## config.mk

```make
export PLATFORM = sky130hd
export DESIGN_NAME = serial_command_framer_queue
export DESIGN_NICKNAME = d
export VERILOG_FILES = /design/src/rtl/core/sfq_pkg.sv /design/src/rtl/core/sfq_front.sv /design/src/rtl/core/sfq_op_queue.sv /design/src/rtl/core/sfq_back.sv /design/src/rtl/core/serial_command_framer_queue.sv
export SDC_FILE = /design/constraint.sdc
export NUM_CORES = 1
export LEC_CHECK = 0
export BUFFER_PORTS_ARGS = -buffer_cell sky130_fd_sc_hd__buf_2
export CAP_MARGIN = 30
export CORE_MARGIN = 3
export CORE_UTILIZATION = 35
export CTS_CLUSTER_SIZE = 16
export DETAILED_ROUTE_END_ITERATION = 16
export HOLD_SLACK_MARGIN = 0.03
export SYNTH_ARGS = -nofsm -noshare
export SYNTH_HDL_FRONTEND = slang
export SYNTH_SLANG_ARGS = --single-unit
```

## constraint.sdc

```tcl
create_clock -name clk -period 7.5 [get_ports clk]
set_input_delay 1.5 -clock clk [delete_from_list [all_inputs] [get_ports clk]]
set_output_delay 1.5 -clock clk [all_outputs]
set_load 0.05 [all_outputs]
```

## src/rtl/core/sfq_pkg.sv

```systemverilog
`timescale 1ns / 1ps
`default_nettype none
// ----------------------------------------------------------------------------
// sfq_pkg
// Shared types and constants of the serial command framer queue.
// ----------------------------------------------------------------------------
package sfq_pkg;

  localparam int CMD_LEN     = 16;
  localparam int QUEUE_DEPTH = 8;

  // one staging slot beyond the queued ones
  localparam int SLOTS  = QUEUE_DEPTH + 1;
  localparam int SLOT_W = (SLOTS > 1) ? $clog2(SLOTS) : 1;
  localparam int IDX_W  = (CMD_LEN > 2) ? $clog2(CMD_LEN) : 1;
  localparam int LEN_W  = IDX_W;
  localparam int CNT_W  = $clog2(QUEUE_DEPTH + 1);

  localparam int OPQ_DEPTH = 2;
  localparam int OPQ_PW    = $clog2(OPQ_DEPTH);
  localparam int OPQ_CW    = $clog2(OPQ_DEPTH + 1);

  localparam int RQ_DEPTH = 4;
  localparam int RQ_PW    = $clog2(RQ_DEPTH);
  localparam int RQ_CW    = $clog2(RQ_DEPTH + 1) + 1;

  localparam logic [7:0] BYTE_CR  = 8'h0D;
  localparam logic [7:0] BYTE_LF  = 8'h0A;
  localparam logic [7:0] BYTE_NUL = 8'h00;

  typedef enum logic [1:0] {
    OP_ID,
    OP_CHAR,
    OP_END,
    OP_TAKE
  } op_kind_t;

  typedef struct packed {
    op_kind_t         kind;
    logic [7:0]       data;
    logic [IDX_W-1:0] idx;
    logic [LEN_W-1:0] len;
  } op_t;

  typedef struct packed {
    logic       queue_empty;
    logic [7:0] cmd_id;
    logic [7:0] param_char;
    logic       char_valid;
    logic       last;
  } res_t;

  typedef enum logic [0:0] {
    BK_IDLE,
    BK_EMIT
  } back_state_t;

endpackage
`default_nettype wire

```

## src/rtl/core/sfq_front.sv

```systemverilog
`timescale 1ns / 1ps
`default_nettype none
// ----------------------------------------------------------------------------
// sfq_front
// Accepts items, tracks command framing and turns each item into an operation.
// ----------------------------------------------------------------------------
module sfq_front
  import sfq_pkg::*;
(
  input  wire logic       clk,
  input  wire logic       rst_n,
  input  wire logic       in_push,
  input  wire logic       in_func,
  input  wire logic [7:0] in_rx_byte,
  output logic            in_full,
  output logic            op_wr_en,
  output op_t             op_wr,
  input  wire logic       op_full
);

  logic             in_param_r, in_param_nxt;
  logic [IDX_W-1:0] count_r, count_nxt;
  logic [LEN_W-1:0] tlen_r, tlen_nxt;
  logic             accept;

  assign in_full = op_full;
  assign accept  = in_push && !op_full;

  always_comb begin
    in_param_nxt = in_param_r;
    count_nxt    = count_r;
    tlen_nxt     = tlen_r;
    op_wr_en     = 1'b0;
    op_wr.kind   = OP_TAKE;
    op_wr.data   = in_rx_byte;
    op_wr.idx    = count_r;
    op_wr.len    = tlen_r;
    if (accept) begin
      priority if (in_func) begin
        op_wr_en   = 1'b1;
        op_wr.kind = OP_TAKE;
      end else if (in_rx_byte == BYTE_CR) begin
        op_wr_en = 1'b0;
      end else if (!in_param_r) begin
        op_wr_en     = 1'b1;
        op_wr.kind   = OP_ID;
        in_param_nxt = 1'b1;
        count_nxt    = '0;
        tlen_nxt     = '0;
      end else if (in_rx_byte != BYTE_LF && count_r < IDX_W'(CMD_LEN - 1)) begin
        op_wr_en   = 1'b1;
        op_wr.kind = OP_CHAR;
        if (tlen_r == count_r && in_rx_byte != BYTE_NUL) begin
          tlen_nxt = tlen_r + 1'b1;
        end
        count_nxt = count_r + 1'b1;
      end else begin
        op_wr_en     = 1'b1;
        op_wr.kind   = OP_END;
        in_param_nxt = 1'b0;
      end
    end
  end

  always_ff @(posedge clk) begin
    if (!rst_n) begin
      in_param_r <= 1'b0;
      count_r    <= '0;
      tlen_r     <= '0;
    end else begin
      in_param_r <= in_param_nxt;
      count_r    <= count_nxt;
      tlen_r     <= tlen_nxt;
    end
  end

endmodule
`default_nettype wire

```

## src/rtl/core/sfq_op_queue.sv

```systemverilog
`timescale 1ns / 1ps
`default_nettype none
// ----------------------------------------------------------------------------
// sfq_op_queue
// Short queue of operations between the front and the back.
// ----------------------------------------------------------------------------
module sfq_op_queue
  import sfq_pkg::*;
(
  input  wire logic clk,
  input  wire logic rst_n,
  input  wire logic wr_en,
  input  wire op_t  wr_op,
  output logic      full,
  input  wire logic rd_en,
  output op_t       rd_op,
  output logic      empty
);

  op_t               slot_r [OPQ_DEPTH];
  logic [OPQ_PW-1:0] wr_ptr_r, rd_ptr_r;
  logic [OPQ_CW-1:0] cnt_r;
  logic              do_wr, do_rd;

  assign full  = (cnt_r == OPQ_CW'(OPQ_DEPTH));
  assign empty = (cnt_r == '0);
  assign do_wr = wr_en && !full;
  assign do_rd = rd_en && !empty;
  assign rd_op = slot_r[rd_ptr_r];

  always_ff @(posedge clk) begin
    if (do_wr) begin
      slot_r[wr_ptr_r] <= wr_op;
    end
  end

  always_ff @(posedge clk) begin
    if (!rst_n) begin
      wr_ptr_r <= '0;
      rd_ptr_r <= '0;
      cnt_r    <= '0;
    end else begin
      if (do_wr) begin
        wr_ptr_r <= (wr_ptr_r == OPQ_PW'(OPQ_DEPTH - 1)) ? '0 : wr_ptr_r + 1'b1;
      end
      if (do_rd) begin
        rd_ptr_r <= (rd_ptr_r == OPQ_PW'(OPQ_DEPTH - 1)) ? '0 : rd_ptr_r + 1'b1;
      end
      cnt_r <= cnt_r + OPQ_CW'(do_wr) - OPQ_CW'(do_rd);
    end
  end

endmodule
`default_nettype wire

```

## src/rtl/core/sfq_back.sv

```systemverilog
`timescale 1ns / 1ps
`default_nettype none
// ----------------------------------------------------------------------------
// sfq_back
// Executes operations: stores commands, pops them and emits result items.
// ----------------------------------------------------------------------------
module sfq_back
  import sfq_pkg::*;
(
  input  wire logic  clk,
  input  wire logic  rst_n,
  input  wire op_t   op_rd,
  input  wire logic  op_empty,
  output logic       op_rd_en,
  output logic       out_empty,
  input  wire logic  out_pop,
  output res_t       out_res
);

  back_state_t       state_r, state_nxt;
  logic [SLOT_W-1:0] head_r, tail_r;
  logic [CNT_W-1:0]  count_r;
  logic [7:0]        ids_r  [SLOTS];
  logic [LEN_W-1:0]  lens_r [SLOTS];
  logic [7:0]        mem    [SLOTS][CMD_LEN];
  logic [SLOT_W-1:0] em_slot_r;
  logic [7:0]        em_id_r;
  logic [LEN_W-1:0]  em_len_r;
  logic [IDX_W-1:0]  em_idx_r;
  logic              pend_r;
  logic [7:0]        pend_id_r;
  logic              pend_last_r;
  logic [7:0]        rd_data_r;
  res_t              rq_r [RQ_DEPTH];
  logic [RQ_PW-1:0]  rq_wr_r, rq_rd_r;
  logic [RQ_CW-1:0]  rq_cnt_r;

  logic              room, op_go, issue, em_last;
  logic              push_ok, pop_entry, start_emit;
  logic              rq_push, rq_pop;
  res_t              rq_in;

  function automatic logic [SLOT_W-1:0] slot_inc(input logic [SLOT_W-1:0] s);
    slot_inc = (s == SLOT_W'(SLOTS - 1)) ? '0 : s + 1'b1;
  endfunction

  assign room    = (rq_cnt_r + RQ_CW'(pend_r)) < RQ_CW'(RQ_DEPTH);
  assign em_last = (em_idx_r == IDX_W'(em_len_r - 1'b1));

  // next state
  always_comb begin
    state_nxt = state_r;
    unique case (state_r)
      BK_IDLE: begin
        if (start_emit) begin
          state_nxt = BK_EMIT;
        end
      end
      BK_EMIT: begin
        if (issue && em_last) begin
          state_nxt = BK_IDLE;
        end
      end
      default: state_nxt = BK_IDLE;
    endcase
  end

  // outputs of the sequencer
  always_comb begin
    op_go      = (state_r == BK_IDLE) && !op_empty && !pend_r && room;
    op_rd_en   = op_go;
    issue      = (state_r == BK_EMIT) && room;
    push_ok    = op_go && (op_rd.kind == OP_END) && (count_r < CNT_W'(QUEUE_DEPTH));
    pop_entry  = op_go && (op_rd.kind == OP_TAKE) && (count_r != '0);
    start_emit = pop_entry && (lens_r[head_r] != '0);
    rq_push    = 1'b0;
    rq_in      = '0;
    if (pend_r) begin
      rq_push          = 1'b1;
      rq_in.cmd_id     = pend_id_r;
      rq_in.param_char = rd_data_r;
      rq_in.char_valid = 1'b1;
      rq_in.last       = pend_last_r;
    end else if (op_go && op_rd.kind == OP_TAKE) begin
      if (count_r == '0) begin
        rq_push           = 1'b1;
        rq_in.queue_empty = 1'b1;
        rq_in.last        = 1'b1;
      end else if (!start_emit) begin
        rq_push      = 1'b1;
        rq_in.cmd_id = ids_r[head_r];
        rq_in.last   = 1'b1;
      end
    end
  end

  // command store
  always_ff @(posedge clk) begin
    if (op_go && op_rd.kind == OP_CHAR) begin
      mem[tail_r][op_rd.idx] <= op_rd.data;
    end
    if (issue) begin
      rd_data_r <= mem[em_slot_r][em_idx_r];
    end
  end

  always_ff @(posedge clk) begin
    if (op_go && op_rd.kind == OP_ID) begin
      ids_r[tail_r] <= op_rd.data;
    end
    if (push_ok) begin
      lens_r[tail_r] <= op_rd.len;
    end
    if (start_emit) begin
      em_slot_r <= head_r;
      em_id_r   <= ids_r[head_r];
      em_len_r  <= lens_r[head_r];
    end
    if (issue) begin
      pend_id_r   <= em_id_r;
      pend_last_r <= em_last;
    end
    if (rq_push) begin
      rq_r[rq_wr_r] <= rq_in;
    end
  end

  assign rq_pop    = out_pop && (rq_cnt_r != '0);
  assign out_empty = (rq_cnt_r == '0);
  assign out_res   = rq_r[rq_rd_r];

  always_ff @(posedge clk) begin
    if (!rst_n) begin
      state_r  <= BK_IDLE;
      head_r   <= '0;
      tail_r   <= '0;
      count_r  <= '0;
      em_idx_r <= '0;
      pend_r   <= 1'b0;
      rq_wr_r  <= '0;
      rq_rd_r  <= '0;
      rq_cnt_r <= '0;
    end else begin
      state_r <= state_nxt;
      pend_r  <= issue;
      if (push_ok) begin
        tail_r <= slot_inc(tail_r);
      end
      if (pop_entry) begin
        head_r <= slot_inc(head_r);
      end
      count_r <= count_r + CNT_W'(push_ok) - CNT_W'(pop_entry);
      if (start_emit) begin
        em_idx_r <= '0;
      end else if (issue) begin
        em_idx_r <= em_idx_r + 1'b1;
      end
      if (rq_push) begin
        rq_wr_r <= rq_wr_r + 1'b1;
      end
      if (rq_pop) begin
        rq_rd_r <= rq_rd_r + 1'b1;
      end
      rq_cnt_r <= rq_cnt_r + RQ_CW'(rq_push) - RQ_CW'(rq_pop);
    end
  end

  a_count_bound: assert property (@(posedge clk) disable iff (!rst_n)
    count_r <= CNT_W'(QUEUE_DEPTH))
    else $error("command count beyond queue depth");

  a_rq_bound: assert property (@(posedge clk) disable iff (!rst_n)
    rq_cnt_r <= RQ_CW'(RQ_DEPTH))
    else $error("result queue overflow");

  a_pend_from_emit: assert property (@(posedge clk) disable iff (!rst_n)
    pend_r |-> $past(state_r == BK_EMIT))
    else $error("memory read outside emit");

  a_emit_index: assert property (@(posedge clk) disable iff (!rst_n)
    (state_r == BK_EMIT) |-> (em_idx_r < em_len_r))
    else $error("emit index past stored length");

  a_empty_ring: assert property (@(posedge clk) disable iff (!rst_n)
    (count_r == '0) |-> (tail_r == head_r))
    else $error("tail and head differ on empty queue");

endmodule
`default_nettype wire

```

## src/rtl/core/serial_command_framer_queue.sv

```systemverilog
`timescale 1ns / 1ps
`default_nettype none
// ----------------------------------------------------------------------------
// serial_command_framer_queue
// Frames serial bytes into commands, queues them and emits them on request.
//
// Input channel: push/full with in_func and in_rx_byte. A byte item (func 0)
// is framed: carriage returns skipped, first byte is the ID, then parameter
// bytes up to newline or CMD_LEN-1 bytes. A take item (func 1) pops the
// oldest command. Result channel: empty/pop, one item per parameter byte
// before the first zero byte, or a single item for an empty parameter or
// an empty queue; last marks the final item of each take.
// Throughput: one input item per cycle while the operation queue has room.
// A take reads the command memory once per parameter byte; full rises when
// the two-entry operation queue fills. With the back end idle, a result for
// an empty queue or an empty parameter enters the result queue as the take
// is read; a parameter byte first passes the emit state and the memory read
// register. Reset clears framing state and the operation, command and result
// queues; no clearing pass. A stalled receiver fills the four-entry result
// queue, which stops the back end, then the operation queue, then raises full.
// ----------------------------------------------------------------------------
module serial_command_framer_queue
  import sfq_pkg::*;
(
  input  wire logic       clk,
  input  wire logic       rst_n,
  input  wire logic       in_push,
  output logic            in_full,
  input  wire logic       in_func,
  input  wire logic [7:0] in_rx_byte,
  output logic            out_empty,
  input  wire logic       out_pop,
  output logic            out_queue_empty,
  output logic [7:0]      out_cmd_id,
  output logic [7:0]      out_param_char,
  output logic            out_char_valid,
  output logic            out_last
);

  op_t  op_wr, op_rd;
  logic op_wr_en, op_full, op_rd_en, op_empty;
  res_t res;

  sfq_front u_front (
    .clk        (clk),
    .rst_n      (rst_n),
    .in_push    (in_push),
    .in_func    (in_func),
    .in_rx_byte (in_rx_byte),
    .in_full    (in_full),
    .op_wr_en   (op_wr_en),
    .op_wr      (op_wr),
    .op_full    (op_full)
  );

  sfq_op_queue u_op_queue (
    .clk   (clk),
    .rst_n (rst_n),
    .wr_en (op_wr_en),
    .wr_op (op_wr),
    .full  (op_full),
    .rd_en (op_rd_en),
    .rd_op (op_rd),
    .empty (op_empty)
  );

  sfq_back u_back (
    .clk       (clk),
    .rst_n     (rst_n),
    .op_rd     (op_rd),
    .op_empty  (op_empty),
    .op_rd_en  (op_rd_en),
    .out_empty (out_empty),
    .out_pop   (out_pop),
    .out_res   (res)
  );

  assign out_queue_empty = res.queue_empty;
  assign out_cmd_id      = res.cmd_id;
  assign out_param_char  = res.param_char;
  assign out_char_valid  = res.char_valid;
  assign out_last        = res.last;

endmodule
`default_nettype wire

```

==> insert_results.sql, run 1 <==
INSERT INTO impl_metrics (metric_group, metric, value, unit) VALUES
('global_routing', 'first_pass_grt_wire_length', '195000', 'um'),
('synth', 'synth-edff-count', '1405', ''),
('global_routing', 'initial_antenna_violation_count', '1', ''),
('layout', 'layout.nets', '2958', ''),
('clock_tree', 'cts_made_buffers', '149', ''),
('synth', 'synthTopCellsByArea', 'sky130_fd_sc_hd__edfxtp_1 74%, sky130_fd_sc_hd__mux4_2 13%, sky130_fd_sc_hd__dfxtp_1 1.8%', ''),
('critical_path', 'crit_path_start_kind', 'register', ''),
('hold_path', 'hold_class', 'reg2reg', ''),
('global_routing', 'remaining_overflow_grt', '0', ''),
('synth', 'share_of_the_synthesized_area_in_the_top_cell_type', '0.745', ''),
('layout', 'areaGrowthSynthToFinish', '13.7', '%'),
('floorplanning', 'fp.dieH', '408', 'um'),
('routing', 'post-route-drc-count', '0', ''),
('synth', 'synthMostInstantiatedCell', 'sky130_fd_sc_hd__edfxtp_1', ''),
('placement', 'io_buffer_count', '33', ''),
('pwr', 'power.density_cell_area', '305', 'mW/mm^2'),
('floorplanning', 'ios', '34', ''),
('routing', 'routed_wire_length_per_instance', '25.6', 'um'),
('clock_tree', 'cts.repair_timing.setup_buffer_count', '0', ''),
('timing', 'setup_viol', '0', ''),
('synth', 'yosysSeqAreaShare', '0.763', ''),
('placement', 'detailedPlacementHpwl', '79700', 'um'),
('timing', 'fin_crit', '4210', 'ps'),
('routing', 'drtIter0Drc', '2946', ''),
('timing', 'max_slew.worst_pin.slew', '1060', 'ps'),
('routing', 'avgViaCountPerCell', '5.26', ''),
('floorplanning', 'die-width', '408', 'um'),
('timing', 'timing_max_transition_violations_final', '0', ''),
('synth', 'dominantRegCellSynth', 'sky130_fd_sc_hd__edfxtp_1', ''),
('routing', 'ant_nets', '0', ''),
('pwr', 'p_leak', '20.0', 'nW'),
('clock_tree', 'clkSlewWorstSetupHoldPaths', '60', 'ps'),
('global_routing', 'grt_max_degree', '90', ''),
('floorplanning', 'design.core.area', '0.160', 'mm^2'),
('clock_tree', 'post_cts_resized', '0', ''),
('clock_tree', 'cts.sink_count', '1455', ''),
('floorplanning', 'die_area', '0.167', 'mm^2'),
('timing', 'final_clock_skew', '29.2', 'ps'),
('timing', 'setup_tns', '0', 'ps'),
('timing', 'max_freq', '237', 'MHz'),
('timing', 'period_share', '0.562', ''),
('timing', 'worst_slew_margin_rel', '0.289', ''),
('routing', 'vias', '27246', ''),
('critical_path', 'r2r_slack', '3290', 'ps'),
('floorplanning', 'num_rows', '146', ''),
('critical_path', 'cp.required', '7850', 'ps'),
('layout', 'number_of_diodes', '0', ''),
('clock_tree', 'cts_tree', 'done', ''),
('clock_tree', 'cts.path.max_buffers', '3', ''),
('clock_tree', 'clock_latency_on_the_worst_skew_pair', '750', 'ps'),
('critical_path', 'crit_arrival', '4560', 'ps'),
('timing', 'setup_ws', '3290', 'ps'),
('placement', 'numPlacedInstances', '4905', ''),
('layout', 'filler_cell_count', '14126', ''),
('routing', 'detailedRoute.firstPassIterationCount', '5', ''),
('timing', 'timing.final.hold_violations', '0', ''),
('clock_tree', 'post_cts_hold_buffer_count', '0', ''),
('synth', 'synth-async-reset-ratio', '0', ''),
('critical_path', 'timing.setup.critical_path_class', 'reg2reg', ''),
('synth', 'area_of_the_mapped_netlist', '0.0566', 'mm^2'),
('global_routing', 'grt_pass1_vias', '27702', ''),
('clock_tree', 'cts.htree.levels', '4', ''),
('synth', 'mean_post_synth_cell_area', '20.1', 'um^2'),
('floorplanning', 'floorplan.initialDensity', '0.355', ''),
('run_status', 'result_of_the_run', 'completed', ''),
('synth', 'synthTopCellsByCount', '1405 x sky130_fd_sc_hd__edfxtp_1, 332 x sky130_fd_sc_hd__mux4_2, 228 x sky130_fd_sc_hd__nor2_1, 125 x sky130_fd_sc_hd__nand2_1, 84 x sky130_fd_sc_hd__mux2i_1', ''),
('synth', 'synthesized_nets', '2855', ''),
('layout', 'finalNonFillerCells', '5177', ''),
('synth', 'yosysUniqueCellTypes', '71', ''),
('job', 'max_cap_viol_count', '0', ''),
('pwr', 'power.ir.vdd_worst', '0.000231', 'V');
layout by cell type, fill, tap and decap left out, drive strengths merged, types with 8 or more instances in the layout:
cell	n
xor2	9
xnor2	20
a22o	14
mux4	332
nor3	9
mux2i	84
nand2	126
o211ai	9
o22ai	15
inv	50
a21oi	33
nand3	12
a22oi	23
edfxtp	1405
ha	27
clkinv	63
mux2	22
and2	17
dfxtp	50
o21ai	74
nor2b	16
nor2	229
bufinv	14
nand2b	8
buf	92
clkbuf	183
worst paths after layout:
check / startpoint / endpoint / cells after the start
max: u_back.pend_r / u_back.mem[7][70] / 7
min: u_back.em_id_r[6] / u_back.pend_id_r[6] / 0
max reg2reg: u_back.pend_r / u_back.mem[7][70] / 7
min reg2reg: u_back.em_id_r[6] / u_back.pend_id_r[6] / 0
logic make-up (layout without fill, tap and decap cells):
family / after synthesis / count (layout) / share of synthesized area
flops: 1455 / 1455 / 0.763
simple gates: 450 / 450 / 0.0346
mux: 438 / 438 / 0.151
compound gates: 225 / 225 / 0.0263
buf+inv: 187 / 405 / 0.0141
fa+ha+maj: 29 / 29 / 0.00667
xor+xnor: 29 / 29 / 0.00448
per-stage QoR:
step / area, um^2 / utilization / total power [mW]
after floorplan: 56600 / - / 11.5
after global placement: 59400 / 0.372 / 12.5
after detailed placement: 59500 / 0.373 / 12.6
after CTS: 64300 / 0.403 / 19.8
after global routing: 64400 / 0.403 / 20.3
final: 64400 / 0.403 / 19.7
flip-flops by register name, summed over array words and instances, names as in the netlist, 4 cells and up, named ones only:
signal             count
u_front.tlen_r         4
u_back.head_r          4
u_back.ids_r          72
u_back.em_len_r        4
u_back.tail_r          4
u_back.rd_data_r       8
u_back.lens_r         36
u_back.rq_cnt_r        4
u_back.em_slot_r       4
u_back.rq_r           76
u_back.pend_id_r       8
u_op_queue.slot_r     36
u_back.em_idx_r        4
u_back.count_r         4
u_front.count_r        4
u_back.em_id_r         8
u_back.mem          1152
layer usage:
layer,part of all wire,track usage,wire length (um),vias to the layer above
li1,-,-,-,11667
met1,0.42,0.219,55600,14421
met2,0.49,0.256,64500,966
met3,0.069,0.0300,9190,192
met4,0.024,0.0441,3180,0
met5,0,0,0,-
worst max-delay path, cell delays in order (launching register included):
cell                      delay (ps)
sky130_fd_sc_hd__dfxtp_1         300
sky130_fd_sc_hd__buf_4           210
sky130_fd_sc_hd__nor4_1          350
sky130_fd_sc_hd__nor2b_1         520
sky130_fd_sc_hd__nand3_1         300
sky130_fd_sc_hd__nor2_1          890
sky130_fd_sc_hd__nand2_1         460
sky130_fd_sc_hd__nor2_1          790
power breakdown:
part	switching (mW)	leakage, nW	internal [mW]
Combinational	1.82	4.58	0.897
Sequential	0.139	13.1	9.53
Clock	3.05	2.33	4.21
Total	5.01	20.0	14.6
area by class of cell:
cell class,count,area (um^2),area share
Clock buffer,182,3930,0.0610
Clock inverter,84,837,0.0130
Inverter,46,173,0.00268
Multi-Input combinational cell,1171,12700,0.198
Sequential cell,1455,43200,0.671
Tap cell,2146,2690,0.0417
Timing Repair Buffer,93,827,0.0128
(Power assumes the default switching activity.)
==> inputs of run 2 (changes only) <==
==> constraint.sdc (replaced) <==
create_clock -name clk -period 3.8 [get_ports clk]
set_input_delay 0.76 -clock clk [delete_from_list [all_inputs] [get_ports clk]]
set_output_delay 0.76 -clock clk [all_outputs]
set_load 0.05 [all_outputs]
==> insert_results.sql, run 2 (same netlist as run 1, synthesis figures left out) <==
INSERT INTO impl_metrics (metric_group, metric, value, unit) VALUES
('run_status', 'result_of_the_run', 'completed', ''),
('layout', 'areaGrowthSynthToFinish', '16.7', '%'),
('timing', 'max_slew.worst_pin.slew', '971', 'ps'),
('global_routing', 'global_route.usage.met1', '0.219', ''),
('pwr', 'power.density_cell_area', '587', 'mW/mm^2'),
('routing', 'routed_wire_length_per_instance', '24.9', 'um'),
('placement', 'detailedPlacementHpwl', '83500', 'um'),
('critical_path', 'cpMaxStageDelayCell', 'sky130_fd_sc_hd__mux4_2', ''),
('timing', 'max_freq', '295', 'MHz'),
('timing', 'worst_slew_margin_rel', '0.353', ''),
('routing', 'ant_nets', '0', ''),
('critical_path', 'cp.required', '4280', 'ps'),
('timing', 'setup_tns', '0', 'ps'),
('global_routing', 'first_pass_grt_wire_length', '199000', 'um'),
('floorplanning', 'ios', '34', ''),
('placement', 'gpl.final_weighted_congestion', '0.841', ''),
('routing', 'detailedRoute.firstPassIterationCount', '5', ''),
('pwr', 'p_leak', '21.2', 'nW'),
('critical_path', 'crit_path_start_kind', 'register', ''),
('clock_tree', 'cts_tree', 'done', ''),
('global_routing', 'initial_antenna_violation_count', '4', ''),
('clock_tree', 'cts.sink_count', '1455', ''),
('layout', 'number_of_diodes', '0', ''),
('global_routing', 'grt_util_met2', '0.262', ''),
('timing', 'rsz_0062_raised_after_global_routing', 'no', ''),
('clock_tree', 'post_cts_hold_buffer_count', '0', ''),
('timing', 'timing.final.hold_violations', '0', ''),
('critical_path', 'critical_path.max_fanout', '19', ''),
('global_routing', 'grt.met3_usage', '0.0300', ''),
('floorplanning', 'floorplan.initialDensity', '0.355', ''),
('layout', 'post_route_cells_drive_above_1_share', '0.273', ''),
('pwr', 'power.ir.vdd_worst', '0.000317', 'V'),
('timing', 'fin_crit', '3390', 'ps'),
('global_routing', 'grt_usage', '0.160', ''),
('placement', 'numPlacedInstances', '5128', ''),
('critical_path', 'end_kind', 'register', ''),
('critical_path', 'timing.setup.critical_path_class', 'reg2reg', ''),
('clock_tree', 'clkSlewWorstSetupHoldPaths', '60', 'ps'),
('timing', 'final_clock_skew', '20.9', 'ps'),
('layout', 'largest_register_ff_count', '1152', ''),
('global_routing', 'grt_max_degree', '154', ''),
('floorplanning', 'num_rows', '146', ''),
('clock_tree', 'post_cts_resized', '0', ''),
('routing', 'drtIter0Drc', '2902', ''),
('timing', 'period_share', '0.893', ''),
('layout', 'finalCoreUtilization', '0.414', ''),
('floorplanning', 'die_area', '0.167', 'mm^2'),
('global_routing', 'remaining_overflow_grt', '0', ''),
('floorplanning', 'design.core.area', '0.160', 'mm^2'),
('clock_tree', 'cts.path.max_buffers', '3', ''),
('layout', 'layout.nets', '3177', ''),
('layout', 'regMostFlops', 'u_back.mem', ''),
('global_routing', 'grt_pass1_vias', '28763', ''),
('layout', 'reg.largest.list', 'u_back.mem (1152), u_back.rq_r (76), u_back.ids_r (72)', ''),
('layout', 'finalNonFillerCells', '5401', ''),
('routing', 'post-route-drc-count', '0', ''),
('critical_path', 'crit_arrival', '3880', 'ps'),
('clock_tree', 'clock_tree.root_cell', 'sky130_fd_sc_hd__clkbuf_16', ''),
('layout', 'final_common_cell', 'sky130_fd_sc_hd__edfxtp_1', ''),
('placement', 'io_buffer_count', '33', ''),
('floorplanning', 'die-width', '408', 'um'),
('clock_tree', 'cts.repair_timing.setup_buffer_count', '0', ''),
('global_routing', 'grt-busiest-layer', 'met2', ''),
('floorplanning', 'fp.dieH', '408', 'um'),
('critical_path', 'path_common_cell', 'sky130_fd_sc_hd__buf_4', ''),
('critical_path', 'cp_slowest_stage_delay', '560', 'ps'),
('critical_path', 'timing.critical_path.cells', 'buf_12 -> buf_4 -> buf_4 -> mux4_2 -> mux2i_1 -> a21oi_1 -> and3_1 -> o21ai_0 -> o211ai_1', ''),
('clock_tree', 'clock_latency_on_the_worst_skew_pair', '770', 'ps'),
('timing', 'setup_viol', '0', ''),
('hold_path', 'hold_class', 'in2reg', ''),
('routing', 'avgViaCountPerCell', '5.20', ''),
('timing', 'timing_max_transition_violations_final', '0', ''),
('routing', 'vias', '28098', ''),
('job', 'max_cap_viol_count', '0', ''),
('clock_tree', 'cts_made_buffers', '150', ''),
('routing', 'route.final.wire_length', '134000', 'um'),
('clock_tree', 'cts.htree.levels', '4', ''),
('layout', 'most-common-layout-cells', '1405 x sky130_fd_sc_hd__edfxtp_1, 332 x sky130_fd_sc_hd__mux4_2, 258 x sky130_fd_sc_hd__buf_4', '');
## run 2: cell types whose count changed in the layout (fill, tap and decap cells not counted), sizes merged
cell / change
clkbuf: +7
clkinv: +1
clkinvlp: +2
inv: -1
bufinv: -4
buf: +219
## run 2: layout make-up
cell class / instances / area [um^2]
Clock buffer: 190 / 4060
Multi-Input combinational cell: 1171 / 12700
Sequential cell: 1455 / 43200
Fill cell: 14039 / 93600
Inverter: 46 / 173
Clock inverter: 82 / 696
Timing Repair Buffer: 311 / 2510
Tap cell: 2146 / 2690
## run 2: power by group
group / internal [mW] / total, mW / switching, mW
combinational: 1.87 / 5.45 / 3.57
sequential: 18.8 / 19.0 / 0.220
clock: 8.25 / 14.3 / 6.03
total: 28.9 / 38.8 / 9.82
## run 2: per-layer routing
metal  wire length (um)  share of wire  vias to the layer above
met2              65700           0.49                      974
li1                   -              -                    12076
met1              56500           0.42                    14849
met4               3020          0.022                        2
met5                 12       0.000089                        -
met3               8980          0.067                      197
## run 2: final timing paths
check,start,endpoint,slack (ps),cells past startpoint
worst min-delay path,in_rx_byte[5],u_op_queue.slot_r[1][13],190,1
worst min register to register,u_back.em_id_r[4],u_back.pend_id_r[4],420,0
worst max-delay path,register,u_back.rd_data_r[6],410,9
worst max register to register,register,u_back.rd_data_r[6],410,9
## run 2: worst max-delay path, delay by kind of cell, from the launching register on
kind,cells,cell delay (ps)
and+or+nand+nor,1,230
buffers and inverters,3,750
DFF,1,460
AOI/OAI and AO/OA,3,760
muxes,2,860
## run 2: through the flow
stage	power, mW	setup WS, ps	hold WS, ps	cell area [um^2]
finish	38.8	406	189	66100
floorplan	22.7	559	400	56600
detailed placement	24.9	457	405	61300
global placement	24.8	435	403	61200
global route	40.1	180	166	66100
CTS	39.2	413	123	66000
==> inputs of run 3 (changes only) <==
--- a/config.mk
+++ b/config.mk
@@ -5,7 +5,7 @@
 export SDC_FILE = /design/constraint.sdc
 export NUM_CORES = 1
 export LEC_CHECK = 0
-export BUFFER_PORTS_ARGS = -buffer_cell sky130_fd_sc_hd__buf_2
+export BUFFER_PORTS_ARGS = -buffer_cell sky130_fd_sc_hd__clkbuf_2
 export CAP_MARGIN = 30
 export CORE_MARGIN = 3
 export CORE_UTILIZATION = 35
==> insert_results.sql, run 3 (same netlist as run 1, synthesis figures left out) <==
INSERT INTO impl_metrics (metric_group, metric, value, unit) VALUES
('critical_path', 'crit_arrival', '3710', 'ps'),
('clock_tree', 'clock_tree.root_cell', 'sky130_fd_sc_hd__clkbuf_16', ''),
('placement', 'gpl.final_weighted_congestion', '0.827', ''),
('routing', 'post-route-drc-count', '0', ''),
('timing', 'setup_ws', '557', 'ps'),
('layout', 'most-common-layout-cells', '1405 x sky130_fd_sc_hd__edfxtp_1, 332 x sky130_fd_sc_hd__mux4_2, 243 x sky130_fd_sc_hd__buf_4', ''),
('clock_tree', 'cts_made_buffers', '150', ''),
('run_status', 'result_of_the_run', 'completed', ''),
('clock_tree', 'cts_tree', 'done', ''),
('pwr', 'power.density_cell_area', '585', 'mW/mm^2'),
('placement', 'io_buffer_count', '33', ''),
('global_routing', 'remaining_overflow_grt', '0', ''),
('global_routing', 'grt_pass1_vias', '28125', ''),
('routing', 'avgViaCountPerCell', '5.18', ''),
('floorplanning', 'die_area', '0.167', 'mm^2'),
('job', 'max_cap_viol_count', '0', ''),
('layout', 'areaGrowthSynthToFinish', '16.6', '%'),
('layout', 'finalNonFillerCells', '5394', ''),
('pwr', 'pwr-share-clk', '0.365', ''),
('routing', 'drtIter0Drc', '2758', ''),
('timing', 'final_clock_skew', '28.6', 'ps'),
('hold_path', 'hold_class', 'in2reg', ''),
('floorplanning', 'design.core.area', '0.160', 'mm^2'),
('clock_tree', 'cts.sink_count', '1455', ''),
('timing', 'max_slew.worst_pin.slew', '1010', 'ps'),
('critical_path', 'end_kind', 'register', ''),
('placement', 'pre_cts_slack', '516', 'ps'),
('pwr', 'p_leak', '21.2', 'nW'),
('clock_tree', 'clock_latency_on_the_worst_skew_pair', '760', 'ps'),
('global_routing', 'grt-busiest-layer', 'met2', ''),
('placement', 'detailedPlacementHpwl', '82600', 'um'),
('pwr', 'comb_power_share', '0.143', ''),
('routing', 'ant_nets', '0', ''),
('layout', 'layout.nets', '3166', ''),
('clock_tree', 'cts.htree.levels', '4', ''),
('hold_path', 'min-delay-start', 'in_rx_byte[4]', ''),
('layout', 'largest_register_ff_count', '1152', ''),
('global_routing', 'grt.met3_usage', '0.0309', ''),
('critical_path', 'reg2reg_depth', '8', ''),
('clock_tree', 'post_cts_hold_buffer_count', '0', ''),
('routing', 'route.final.wire_length', '133000', 'um'),
('pwr', 'post-layout-total-power', '38.6', 'mW'),
('timing', 'setup_tns', '0', 'ps'),
('pwr', 'switching_share', '0.254', ''),
('placement', 'numPlacedInstances', '5118', ''),
('floorplanning', 'fp.dieH', '408', 'um'),
('hold_path', 'min_to', 'u_op_queue.slot_r[1][12]', ''),
('pwr', 'power.ir.vdd_worst', '0.000497', 'V'),
('timing', 'fin_crit', '3240', 'ps'),
('floorplanning', 'floorplan.initialDensity', '0.355', ''),
('routing', 'routed_wire_length_per_instance', '24.6', 'um'),
('layout', 'final_common_cell', 'sky130_fd_sc_hd__edfxtp_1', ''),
('floorplanning', 'num_rows', '146', ''),
('clock_tree', 'clkSlewWorstSetupHoldPaths', '60', 'ps'),
('clock_tree', 'cts.repair_timing.setup_buffer_count', '0', ''),
('global_routing', 'grt_max_degree', '125', ''),
('floorplanning', 'ios', '34', ''),
('critical_path', 'cp.required', '4270', 'ps'),
('global_routing', 'grt_usage', '0.158', ''),
('pwr', 'switching_pwr', '9.80', 'mW'),
('timing', 'timing_max_transition_violations_final', '0', ''),
('timing', 'timing.final.hold_violations', '0', ''),
('critical_path', 'critical_path.max_fanout', '33', ''),
('critical_path', 'crit_path_start_kind', 'register', ''),
('clock_tree', 'cts.path.max_buffers', '3', ''),
('clock_tree', 'post_cts_resized', '0', ''),
('global_routing', 'global_route.usage.met1', '0.221', ''),
('timing', 'worst_hold_margin', '210', 'ps'),
('floorplanning', 'die-width', '408', 'um'),
('global_routing', 'first_pass_grt_wire_length', '195000', 'um'),
('global_routing', 'grt_util_met2', '0.252', ''),
('hold_path', 'min_delay_path_depth', '1', ''),
('layout', 'regMostFlops', 'u_back.mem', ''),
('pwr', 'power.sequential.fraction', '0.492', ''),
('timing', 'worst_slew_margin_rel', '0.327', ''),
('routing', 'detailedRoute.firstPassIterationCount', '5', ''),
('layout', 'filler_cell_count', '14038', ''),
('routing', 'vias', '27936', ''),
('timing', 'period_share', '0.853', ''),
('pwr', 'intPower', '28.8', 'mW'),
('critical_path', 'timing.setup.critical_path_class', 'reg2reg', ''),
('timing', 'max_freq', '308', 'MHz'),
('global_routing', 'initial_antenna_violation_count', '4', ''),
('layout', 'reg.largest.list', 'u_back.mem (1152), u_back.rq_r (76), u_back.ids_r (72)', ''),
('critical_path', 'r2r_slack', '560', 'ps'),
('critical_path', 'worstReg2RegEnd', 'u_back.rd_data_r[0]', ''),
('timing', 'rsz_0062_raised_after_global_routing', 'no', ''),
('layout', 'post_route_cells_drive_above_1_share', '0.272', ''),
('timing', 'setup_viol', '0', '');
==> run 3: cell types whose count changed in the layout (fill, tap and decap cells not counted), moves of 2 or more <==
cell                         before  now
sky130_fd_sc_hd__diode_2          0    3
sky130_fd_sc_hd__clkinv_2        22   27
sky130_fd_sc_hd__clkbuf_8         1    5
sky130_fd_sc_hd__clkinvlp_4       5    2
sky130_fd_sc_hd__bufinv_16       10    7
sky130_fd_sc_hd__buf_4          258  243
sky130_fd_sc_hd__buf_12          16   18
sky130_fd_sc_hd__buf_2           33    0
sky130_fd_sc_hd__clkbuf_1        32   28
sky130_fd_sc_hd__clkbuf_2         0   33
sky130_fd_sc_hd__clkinv_1        38   40
sky130_fd_sc_hd__buf_16           3    5
==> run 3: worst max-delay path: stages (launching register included) <==
cell	delay (ps)
sky130_fd_sc_hd__dfxtp_4	380
sky130_fd_sc_hd__buf_12	280
sky130_fd_sc_hd__buf_4	280
sky130_fd_sc_hd__buf_4	220
sky130_fd_sc_hd__mux4_2	510
sky130_fd_sc_hd__mux2i_1	180
sky130_fd_sc_hd__o22ai_1	140
sky130_fd_sc_hd__a2111oi_0	750
sky130_fd_sc_hd__o41ai_1	170
==> run 3: metrics by stage <==
stage / util / instance area (um^2)
floorplan: - / 56600
global placement: 0.383 / 61200
detailed placement: 0.384 / 61300
CTS: 0.414 / 66000
global route: 0.414 / 66000
finish: 0.414 / 66000
==> run 3: routing by layer <==
layer  wire, um  vias up
met5          0        -
met4       3020        0
met3       8960      191
met2      63700      947
met1      57000    14704
li1           -    12094
==> run 3: area by class of cell <==
| cell class | count | area [um^2] | share of cell area |
|---|---|---|---|
| Antenna cell | 3 | 7.51 | 0.000114 |
| Inverter | 46 | 173 | 0.00261 |
| Sequential cell | 1455 | 43200 | 0.654 |
| Tap cell | 2146 | 2690 | 0.0407 |
| Clock inverter | 83 | 627 | 0.00949 |
| Timing Repair Buffer | 300 | 2500 | 0.0379 |
| Clock buffer | 190 | 4100 | 0.0621 |
| Multi-Input combinational cell | 1171 | 12700 | 0.193 |
==> run 3: worst max path at each step <==
stage	endpoint	slack, ps	startpoint	cells past startpoint
after floorplan	u_back.rq_r[0][0]	560	register	7
after global placement	u_back.count_r[2]	530	u_back.state_r	9
after detailed placement	u_back.rd_data_r[0]	520	register	8
after CTS	u_back.rd_data_r[0]	470	register	8
after global routing	u_back.rd_data_r[0]	180	register	8
final	u_back.rd_data_r[0]	560	register	8
==> run 3: power by group through the flow <==
stage / Combinational (mW) / Clock (mW) / Sequential [mW]
after global placement: 5.48 / 0 / 19.3
after CTS: 5.62 / 14.4 / 19.0
after detailed placement: 5.61 / 0 / 19.3
after global routing: 5.90 / 15.1 / 19.0
final: 5.51 / 14.1 / 19.0
after floorplan: 3.46 / 0 / 19.3
